File: src/design/ntcvt_pkg.sv
`timescale 1ns / 1ps

package ntcvt_pkg;

    // Voltage limit of the divider: 2.5 V in Q2.16.
    localparam logic [17:0] V_LIMIT     = 18'd163840;
    // 10 kOhm times 4096 for the Q7.12 resistance result.
    localparam logic [15:0] VOLT_SCALE  = 16'd40960;
    // Saturation value and inclusive window of the resistance, Q7.12 kOhm.
    localparam logic [18:0] R_MAX       = 19'd524287;
    localparam logic [18:0] R_LOW       = 19'd8839;
    localparam logic [18:0] R_HIGH      = 19'd301466;
    // Table index of 0 C.
    localparam int          TEMP_OFFSET = 20;
    // Fallback temperature 70.0 C in Q8.8.
    localparam logic [15:0] FALLBACK    = 16'd17920;

    // Shared divider geometry.
    localparam int          DIV_W       = 33;
    localparam int          REM_W       = 20;
    localparam logic [5:0]  DIV_R_STEPS = 6'd33;
    localparam logic [5:0]  DIV_Q_STEPS = 6'd29;

    localparam int          ROM_LISTED  = 100;

    typedef enum logic [3:0] {
        ST_FILL,
        ST_IDLE,
        ST_DIV_R,
        ST_RCHK,
        ST_SEARCH,
        ST_CMP,
        ST_RD_HI,
        ST_RD_LO,
        ST_DIV_Q,
        ST_DONE
    } state_t;

    // Resistance in Q7.12 kOhm for -20 C up to 79 C in steps of 1 degree.
    localparam logic [19:0] ROM_TABLE [0:ROM_LISTED-1] = '{
        20'd286843, 20'd273039, 20'd259973, 20'd247603, 20'd235930,
        20'd224829, 20'd214344, 20'd204390, 20'd194970, 20'd186040,
        20'd177562, 20'd169492, 20'd161874, 20'd154624, 20'd147743,
        20'd141230, 20'd135004, 20'd129516, 20'd123535, 20'd118170,
        20'd113132, 20'd108298, 20'd103711, 20'd99328,  20'd95150,
        20'd91218,  20'd87409,  20'd83804,  20'd80404,  20'd77128,
        20'd74015,  20'd71025,  20'd68198,  20'd65454,  20'd62874,
        20'd60416,  20'd58040,  20'd55788,  20'd53617,  20'd51569,
        20'd49603,  20'd47718,  20'd45916,  20'd44196,  20'd42557,
        20'd40960,  20'd39449,  20'd37999,  20'd36610,  20'd35279,
        20'd34005,  20'd32784,  20'd31613,  20'd30491,  20'd29409,
        20'd28377,  20'd27386,  20'd26436,  20'd25518,  20'd24642,
        20'd23798,  20'd22991,  20'd22213,  20'd21463,  20'd20746,
        20'd20058,  20'd19390,  20'd18751,  20'd18141,  20'd17547,
        20'd16978,  20'd16433,  20'd15700,  20'd15397,  20'd14909,
        20'd14438,  20'd13988,  20'd13550,  20'd13128,  20'd12722,
        20'd12333,  20'd11956,  20'd11592,  20'd11239,  20'd10904,
        20'd10576,  20'd10260,  20'd9957,   20'd9662,   20'd9380,
        20'd9105,   20'd8839,   20'd8585,   20'd8339,   20'd8102,
        20'd7868,   20'd7647,   20'd7430,   20'd7225,   20'd7021
    };

    // Entries past the listed values read as zero.
    function automatic logic [19:0] rom_value(input logic [7:0] idx);
        logic [19:0] val;
        if (idx < 8'(ROM_LISTED))
        begin
            val = ROM_TABLE[idx[6:0]];
        end
        else
        begin
            val = 20'd0;
        end
        return val;
    endfunction

endpackage

File: src/design/ntc_voltage_to_temperature_core.sv
`timescale 1ns / 1ps

// Channel    | Dir | Signals                    | Content
// -----------+-----+----------------------------+----------------------------------
// s (input)  | in  | s_tvalid s_tready s_tdata  | divider_voltage, Q2.16 V
// m (result) | out | m_tvalid m_tready m_tdata  | temperature, signed Q8.8 C
//            |     | m_tuser                    | in_range flag
//
// After reset the core copies the resistance table into its RAM, with s_tready
// low. An in-range item passes through the transfer, the resistance division, a
// window check, the search steps (six or seven for the default table), the
// fetch of the interval bounds, the fraction division and the loading of the
// result. A voltage of 2.5 V or more goes straight to the result, a resistance
// outside the window right after the window check. One item is in flight at a
// time; a waiting result lets the next transfer in, and the core holds its last
// step until the result register is free.

module ntc_voltage_to_temperature_core
    import ntcvt_pkg::*;
#(
    parameter int TABLE_ENTRIES = 100
) (
    input  logic        clk,
    input  logic        rst_n,
    // Input stream.
    input  logic        s_tvalid,
    output logic        s_tready,
    input  logic [23:0] s_tdata,   // [17:0] divider_voltage, [23:18] zero
    // Result stream.
    output logic        m_tvalid,
    input  logic        m_tready,
    output logic [15:0] m_tdata,   // [15:0] temperature
    output logic [0:0]  m_tuser    // [0] in_range
);

    localparam int IDX_W = $clog2(TABLE_ENTRIES);
    localparam int CNT_W = $clog2(TABLE_ENTRIES + 1);
    localparam logic [IDX_W-1:0] LAST_IDX = IDX_W'(TABLE_ENTRIES - 1);

    state_t state_reg, state_next;

    logic [CNT_W-1:0] fill_cnt_reg, fill_cnt_next;
    logic [5:0]       cnt_reg, cnt_next;
    logic             out_valid_reg, out_valid_next;

    logic [DIV_W-1:0] dvd_reg, dvd_next;
    logic [REM_W-1:0] rem_reg, rem_next;
    logic [REM_W-1:0] dvs_reg, dvs_next;
    logic [18:0]      r_reg, r_next;
    logic [IDX_W-1:0] lo_reg, lo_next;
    logic [IDX_W-1:0] hi_reg, hi_next;
    logic [19:0]      hi_val_reg, hi_val_next;
    logic             neg_reg, neg_next;
    logic             inr_reg, inr_next;
    logic [15:0]      out_temp_reg, out_temp_next;
    logic             out_flag_reg, out_flag_next;

    // RAM ports.
    logic             ram_wr_en;
    logic [IDX_W-1:0] ram_wr_addr;
    logic [19:0]      ram_wr_data;
    logic [IDX_W-1:0] ram_rd_addr;
    logic [19:0]      ram_rd_data;

    // Shared decision terms.
    logic [17:0]      volt;
    logic             accept;
    logic             volt_over;
    logic             fill_last;
    logic             div_last;
    logic [18:0]      r_sat;
    logic             r_outside;
    logic [IDX_W:0]   idx_sum;
    logic [IDX_W-1:0] mid;
    logic             search_done;
    logic             out_free;

    // Divider step.
    logic [REM_W:0]   rem_sh;
    logic             div_ge;
    logic [REM_W:0]   rem_sub;

    // Interpolation terms.
    logic [20:0]      den;
    logic             den_pos;
    logic [20:0]      diff;
    logic [20:0]      diff_mag;
    logic [28:0]      frac_num;
    logic signed [31:0] base_t;
    logic signed [31:0] temp_wide;
    logic [15:0]      temp_sat;

    assign volt      = s_tdata[17:0];
    assign accept    = s_tvalid && s_tready;
    assign volt_over = (volt >= V_LIMIT);
    assign fill_last = (fill_cnt_reg == CNT_W'(TABLE_ENTRIES - 1));
    assign div_last  = (cnt_reg == 6'd1);
    assign out_free  = !out_valid_reg || m_tready;

    // The quotient saturates to 19 bits before the window test.
    assign r_sat     = (|dvd_reg[DIV_W-1:19]) ? R_MAX : dvd_reg[18:0];
    assign r_outside = (r_sat < R_LOW) || (r_sat > R_HIGH);

    assign idx_sum     = {1'b0, lo_reg} + {1'b0, hi_reg};
    assign mid         = idx_sum[IDX_W:1];
    assign search_done = ({1'b0, hi_reg} == ({1'b0, lo_reg} + 1'b1));

    // Restoring division, one quotient bit per cycle. Quotient bits enter
    // the dividend register from the bottom as its bits leave the top.
    assign rem_sh  = {rem_reg, dvd_reg[DIV_W-1]};
    assign div_ge  = (rem_sh >= {1'b0, dvs_reg});
    assign rem_sub = rem_sh - {1'b0, dvs_reg};

    // Interval width and the distance of r from the lower-resistance bound.
    assign den      = {1'b0, ram_rd_data} - {1'b0, hi_val_reg};
    assign den_pos  = !den[20] && (den != 21'd0);
    assign diff     = {2'b00, r_reg} - {1'b0, hi_val_reg};
    assign diff_mag = diff[20] ? (21'd0 - diff) : diff;
    // Magnitude times 256 plus half the divisor rounds halves away from zero.
    assign frac_num = {diff_mag, 8'd0} + 29'(den[19:1]);

    // Final temperature: (hi - 20) * 256 minus the signed fraction.
    assign base_t    = (32'(signed'({1'b0, hi_reg})) - 32'(TEMP_OFFSET)) <<< 8;
    assign temp_wide = neg_reg ? (base_t + signed'({3'b000, dvd_reg[28:0]}))
                               : (base_t - signed'({3'b000, dvd_reg[28:0]}));
    always_comb
    begin
        if (temp_wide > 32'sd32767)
        begin
            temp_sat = 16'h7FFF;
        end
        else if (temp_wide < -32'sd32768)
        begin
            temp_sat = 16'h8000;
        end
        else
        begin
            temp_sat = temp_wide[15:0];
        end
    end

    // Next state.
    always_comb
    begin
        state_next = state_reg;
        unique case (state_reg)
            ST_FILL:
            begin
                if (fill_last)
                begin
                    state_next = ST_IDLE;
                end
            end
            ST_IDLE:
            begin
                if (accept)
                begin
                    state_next = volt_over ? ST_DONE : ST_DIV_R;
                end
            end
            ST_DIV_R:
            begin
                if (div_last)
                begin
                    state_next = ST_RCHK;
                end
            end
            ST_RCHK:
            begin
                state_next = r_outside ? ST_DONE : ST_SEARCH;
            end
            ST_SEARCH:
            begin
                state_next = search_done ? ST_RD_HI : ST_CMP;
            end
            ST_CMP:
            begin
                state_next = ST_SEARCH;
            end
            ST_RD_HI:
            begin
                state_next = ST_RD_LO;
            end
            ST_RD_LO:
            begin
                state_next = den_pos ? ST_DIV_Q : ST_DONE;
            end
            ST_DIV_Q:
            begin
                if (div_last)
                begin
                    state_next = ST_DONE;
                end
            end
            ST_DONE:
            begin
                if (out_free)
                begin
                    state_next = ST_IDLE;
                end
            end
            default:
            begin
                state_next = ST_FILL;
            end
        endcase
    end

    // Outputs and datapath.
    always_comb
    begin
        s_tready       = 1'b0;
        fill_cnt_next  = fill_cnt_reg;
        cnt_next       = cnt_reg;
        dvd_next       = dvd_reg;
        rem_next       = rem_reg;
        dvs_next       = dvs_reg;
        r_next         = r_reg;
        lo_next        = lo_reg;
        hi_next        = hi_reg;
        hi_val_next    = hi_val_reg;
        neg_next       = neg_reg;
        inr_next       = inr_reg;
        out_valid_next = out_valid_reg && !m_tready;
        out_temp_next  = out_temp_reg;
        out_flag_next  = out_flag_reg;
        ram_wr_en      = 1'b0;
        ram_wr_addr    = fill_cnt_reg[IDX_W-1:0];
        ram_wr_data    = rom_value(8'(fill_cnt_reg[IDX_W-1:0]));
        ram_rd_addr    = hi_reg;

        unique case (state_reg)
            ST_FILL:
            begin
                ram_wr_en     = 1'b1;
                fill_cnt_next = fill_cnt_reg + 1'b1;
            end
            ST_IDLE:
            begin
                s_tready = 1'b1;
                if (accept)
                begin
                    inr_next = 1'b0;
                    dvd_next = DIV_W'(volt) * DIV_W'(VOLT_SCALE);
                    rem_next = '0;
                    dvs_next = REM_W'(V_LIMIT - volt);
                    cnt_next = DIV_R_STEPS;
                end
            end
            ST_DIV_R, ST_DIV_Q:
            begin
                dvd_next = {dvd_reg[DIV_W-2:0], div_ge};
                rem_next = div_ge ? rem_sub[REM_W-1:0] : rem_sh[REM_W-1:0];
                cnt_next = cnt_reg - 1'b1;
            end
            ST_RCHK:
            begin
                if (!r_outside)
                begin
                    r_next   = r_sat;
                    lo_next  = '0;
                    hi_next  = LAST_IDX;
                    inr_next = 1'b1;
                end
            end
            ST_SEARCH:
            begin
                ram_rd_addr = search_done ? hi_reg : mid;
            end
            ST_CMP:
            begin
                if (ram_rd_data > {1'b0, r_reg})
                begin
                    lo_next = mid;
                end
                else
                begin
                    hi_next = mid;
                end
            end
            ST_RD_HI:
            begin
                hi_val_next = ram_rd_data;
                ram_rd_addr = lo_reg;
            end
            ST_RD_LO:
            begin
                neg_next = diff[20];
                rem_next = '0;
                dvs_next = den[19:0];
                cnt_next = DIV_Q_STEPS;
                if (den_pos)
                begin
                    dvd_next = {frac_num, 4'd0};
                end
                else
                begin
                    dvd_next = '0;
                end
            end
            ST_DONE:
            begin
                if (out_free)
                begin
                    out_valid_next = 1'b1;
                    out_flag_next  = inr_reg;
                    out_temp_next  = inr_reg ? temp_sat : FALLBACK;
                end
            end
            default:
            begin
                s_tready = 1'b0;
            end
        endcase
    end

    always_ff @(posedge clk or negedge rst_n)
    begin
        if (!rst_n)
        begin
            state_reg     <= ST_FILL;
            fill_cnt_reg  <= '0;
            cnt_reg       <= '0;
            out_valid_reg <= 1'b0;
        end
        else
        begin
            state_reg     <= state_next;
            fill_cnt_reg  <= fill_cnt_next;
            cnt_reg       <= cnt_next;
            out_valid_reg <= out_valid_next;
        end
    end

    always_ff @(posedge clk)
    begin
        dvd_reg      <= dvd_next;
        rem_reg      <= rem_next;
        dvs_reg      <= dvs_next;
        r_reg        <= r_next;
        lo_reg       <= lo_next;
        hi_reg       <= hi_next;
        hi_val_reg   <= hi_val_next;
        neg_reg      <= neg_next;
        inr_reg      <= inr_next;
        out_temp_reg <= out_temp_next;
        out_flag_reg <= out_flag_next;
    end

    ntcvt_ram #(
        .WIDTH (20),
        .DEPTH (TABLE_ENTRIES)
    ) u_table_ram (
        .clk     (clk),
        .wr_en   (ram_wr_en),
        .wr_addr (ram_wr_addr),
        .wr_data (ram_wr_data),
        .rd_addr (ram_rd_addr),
        .rd_data (ram_rd_data)
    );

    assign m_tvalid = out_valid_reg;
    assign m_tdata  = out_temp_reg;
    assign m_tuser  = out_flag_reg;

endmodule

File: src/design/ntcvt_ram.sv
`timescale 1ns / 1ps

module ntcvt_ram #(
    parameter int WIDTH  = 20,
    parameter int DEPTH  = 100,
    parameter int ADDR_W = $clog2(DEPTH)
) (
    input  logic              clk,
    input  logic              wr_en,
    input  logic [ADDR_W-1:0] wr_addr,
    input  logic [WIDTH-1:0]  wr_data,
    input  logic [ADDR_W-1:0] rd_addr,
    output logic [WIDTH-1:0]  rd_data
);

    logic [WIDTH-1:0] mem [0:DEPTH-1];

    always_ff @(posedge clk)
    begin
        if (wr_en)
        begin
            mem[wr_addr] <= wr_data;
        end
        rd_data <= mem[rd_addr];
    end

endmodule

File: config.mk
export PLATFORM = sky130hd
export DESIGN_NAME = ntc_voltage_to_temperature_core
export DESIGN_NICKNAME = d
export VERILOG_FILES = /design/src/design/ntcvt_pkg.sv /design/src/design/ntc_voltage_to_temperature_core.sv /design/src/design/ntcvt_ram.sv
export SDC_FILE = /design/constraint.sdc
export NUM_CORES = 2
export LEC_CHECK = 0
export ABC_CLOCK_PERIOD_IN_PS = 13400
export BUFFER_PORTS_ARGS = -buffer_cell sky130_fd_sc_hd__buf_2
export CAP_MARGIN = 30
export CORE_ASPECT_RATIO = 1.1
export CORE_MARGIN = 2
export CORE_UTILIZATION = 45
export DETAILED_ROUTE_END_ITERATION = 7
export PLACE_DENSITY = 0.71
export SLEW_MARGIN = 0
export SYNTH_ARGS = -nofsm -noshare
export SYNTH_HDL_FRONTEND = slang
export SYNTH_SLANG_ARGS = --single-unit
File: constraint.sdc
create_clock -name clk -period 13.4 [get_ports clk]
set_clock_uncertainty 0.05 [all_clocks]
set_input_delay 2.68 -clock clk [delete_from_list [all_inputs] [get_ports clk]]
set_output_delay 2.68 -clock clk [all_outputs]
set_load 0.01 [all_outputs]
==> results.cfg <==
[global_route]
grt_max_degree = 180
antenna_found_initial = 9
grt_pass1_vias = 61492
grt_pass1_wl_um = 393000
grt_use_total_pct = 24.7
grt_overflow = 0

[routing]
routedWlPerCell_um = 25.1
firstDrtPassIters = 6
antenna_left = 0
detail_route.vias_per_cell = 6.06
route.detailed.drc = 0
initialDrtViolationCount = 8610
vias = 64558
wirelength_um = 267000

[setup_path]
r2r_slack_ns = 6.40
crit_arrival_ns = 7.62
reg2reg_to = u_table_ram.rd_data[3]
crit_fanout = 178
startpoint_type = register
reg2reg_depth = 14
crit_path_end_kind = register
cp-endpoint = u_table_ram.rd_data[3]
max_stage_delay_ns = 0.84
critPathKind = reg -> reg
cpMaxStageDelayCell = and3_4
worstPathRequired_ns = 14.02
path_cells = ha_1, o21ba_2, a221oi_2, o22ai_2, o211ai_1, and3_4, buf_12, buf_12, nand2_2, nor2_2, a32o_1, a211oi_1, o211ai_1, a211oi_1
r2r-start = lo_reg[1]
startpoint = lo_reg[1]

[synthesis]
synth_cell_types = 103
ys_async_sr_fraction_pct = 0.865
ys_ff_latch = 2081
yosys_warnings = 0
syn_area_per_cell_um2 = 12.1
synthCells = 7706
synth-edff-count = 2044
synthFlopType = edfxtp_1
ys_seq_area_share_pct = 66.8
synth_fp_nets = 7936
syn_area_um2 = 93100

[sta]
tightestPinTransition_ns = 1.08
setup_viol = 0
maxSlewHeadroom_pct = 27.9
post-route-period-util_pct = 52.2
tns_ns = 0
maxSlewViolCount = 0
fin_crit_ns = 7.00
finalHoldViolCount = 0
fmax_ghz = 0.143
rsz0062_at_grt = no
whs_ns = 0.399

[layout]
instances_no_fill = 10645
drive_above_1_share_pct = 9.08
layout_commonest_cell = edfxtp_1
layout_common_cells = 2044 x edfxtp_1, 1693 x nand2_1, 538 x nand3_1
largest_reg_flops = 1900
ff_latch_area_um2 = 62200
multi_input_area_um2 = 28800
area_growth_syn_to_layout_pct = 11.4
fill_cells = 17277
fin_nets = 7968

[clocking]
cts_root_buf = clkbuf_16
insertion_delay_ns = 0.86
post_cts_buffers = 0
cts_tree = done
clkSinkCount = 2081
post_cts_resize_count = 0
cts_buffer_depth = 3
holdBufCountCts = 0
cts_max_level = 4
cts_buffers = 197
clk_pin_slew_ns = 0.07

[power_and_ir_drop]
power_mw = 12.6
cellLeakagePower_nw = 36.5
powerDensity_nw_per_um2 = 122
vdd_drop_max_mv = 0.155

[place]
place_inst = 10268
gp_congestion = 0.901
dp_hpwl_um = 165000
port_buffers = 40

[floorplanning]
die_w_um = 438
dieArea_um2 = 211000
ios = 47
initial_core_util_pct = 45.1
die_h_um = 481
row_count = 175
core-area_um2 = 206000

[worst_hold_path]
hold_path.class = reg -> reg

[outcome]
status = finished, final reports clean

[job]
cap_violations = 0
Yosys cell counts, types with 20 or more instances:
library cell,instances,area share (%)
a211oi_1,83,0.67
a21o_1,65,0.52
a21oi_1,534,2.9
a22oi_1,46,0.37
a31oi_1,90,0.60
a32oi_1,95,0.89
and3_1,49,0.33
buf_1,52,0.21
buf_2,184,0.99
clkbuf_1,177,0.71
edfxtp_1,2044,66
ha_1,195,2.6
inv_1,156,0.63
mux2i_1,164,1.8
nand2_1,1695,6.8
nand2b_1,46,0.31
nand3_1,538,2.9
nand4_1,45,0.30
nor2_1,394,1.6
nor2b_1,31,0.21
nor3_1,69,0.37
nor4_1,49,0.33
o211ai_1,43,0.35
o21a_1,20,0.16
o21ai_0,185,0.99
o22ai_1,70,0.47
or3_1,25,0.17
xnor2_1,83,0.78
xor2_1,59,0.56
worst min path at each step:
stage	start	end	cells after the start
global route	u_table_ram.rd_data[0]	hi_val_reg[0]	0
finish	u_table_ram.rd_data[0]	hi_val_reg[0]	0
global placement	u_table_ram.rd_data[0]	hi_val_reg[0]	0
floorplan	u_table_ram.rd_data[0]	hi_val_reg[0]	0
detailed placement	u_table_ram.rd_data[0]	hi_val_reg[0]	0
CTS	u_table_ram.rd_data[0]	hi_val_reg[0]	0
metrics by stage:
| step | instance area (um^2) | setup WS (ns) | utilization (%) |
|---|---|---|---|
| CTS | 103000 | 6.52 | 50.1 |
| finish | 104000 | 6.40 | 50.3 |
| detailed placement | 97000 | 6.52 | 47.0 |
| global placement | 96800 | 6.62 | 47.0 |
| global route | 104000 | 5.99 | 50.3 |
| floorplan | 93100 | 1.21 | - |
worst max-delay path, delay by kind of cell, from the launching register on:
family | cells | cell delay [ns]
adders and majority gates | 1 | 0.33
and+or+nand+nor | 3 | 1.95
buffers and inverters | 2 | 1.20
DFF | 1 | 0.53
AOI/OAI and AO/OA | 8 | 2.44
cell type report:
type / count / share of cell area, %
sequential: 2081 / 60.0
clock inverter: 98 / 0.950
multi-input combinational: 5033 / 27.8
clock buffer: 261 / 5.16
inverter: 159 / 0.576
timing repair buffer: 266 / 2.20
antenna: 4 / 0.00966
tap: 2743 / 3.31
report_power, final:
part / leakage [nW] / internal (mW) / switching [mW]
combinational: 15.0 / 0.0342 / 0.0424
sequential: 18.4 / 7.04 / 0.00000000000000000978
clock: 3.08 / 3.09 / 2.43
total: 36.5 / 10.2 / 2.47
per-layer routing:
layer	part of all wire, %	vias to the layer above	track usage (%)
li1	-	28659	-
met1	37	31721	32.0
met2	47	3590	39.7
met3	11	582	5.07
met4	5.0	6	12.1
met5	0.013	-	0
cell families (layout without fill, tap and decap cells):
family                   count (synthesis)  after routing  share of synthesized area, %
AO/OA/AOI/OAI                         1494           1494                          10.4
XOR/XNOR                               142            142                          1.34
adder cells (fa/ha/maj)                202            202                          2.77
buffers and inverters                  592            784                          2.74
flip-flops                            2081           2081                          66.8
multiplexers                           165            165                          1.78
other                                    0              4                             0
AND/OR/NAND/NOR                       3030           3030                          14.1
No activity file was read; power rests on OpenSTA's default activity.
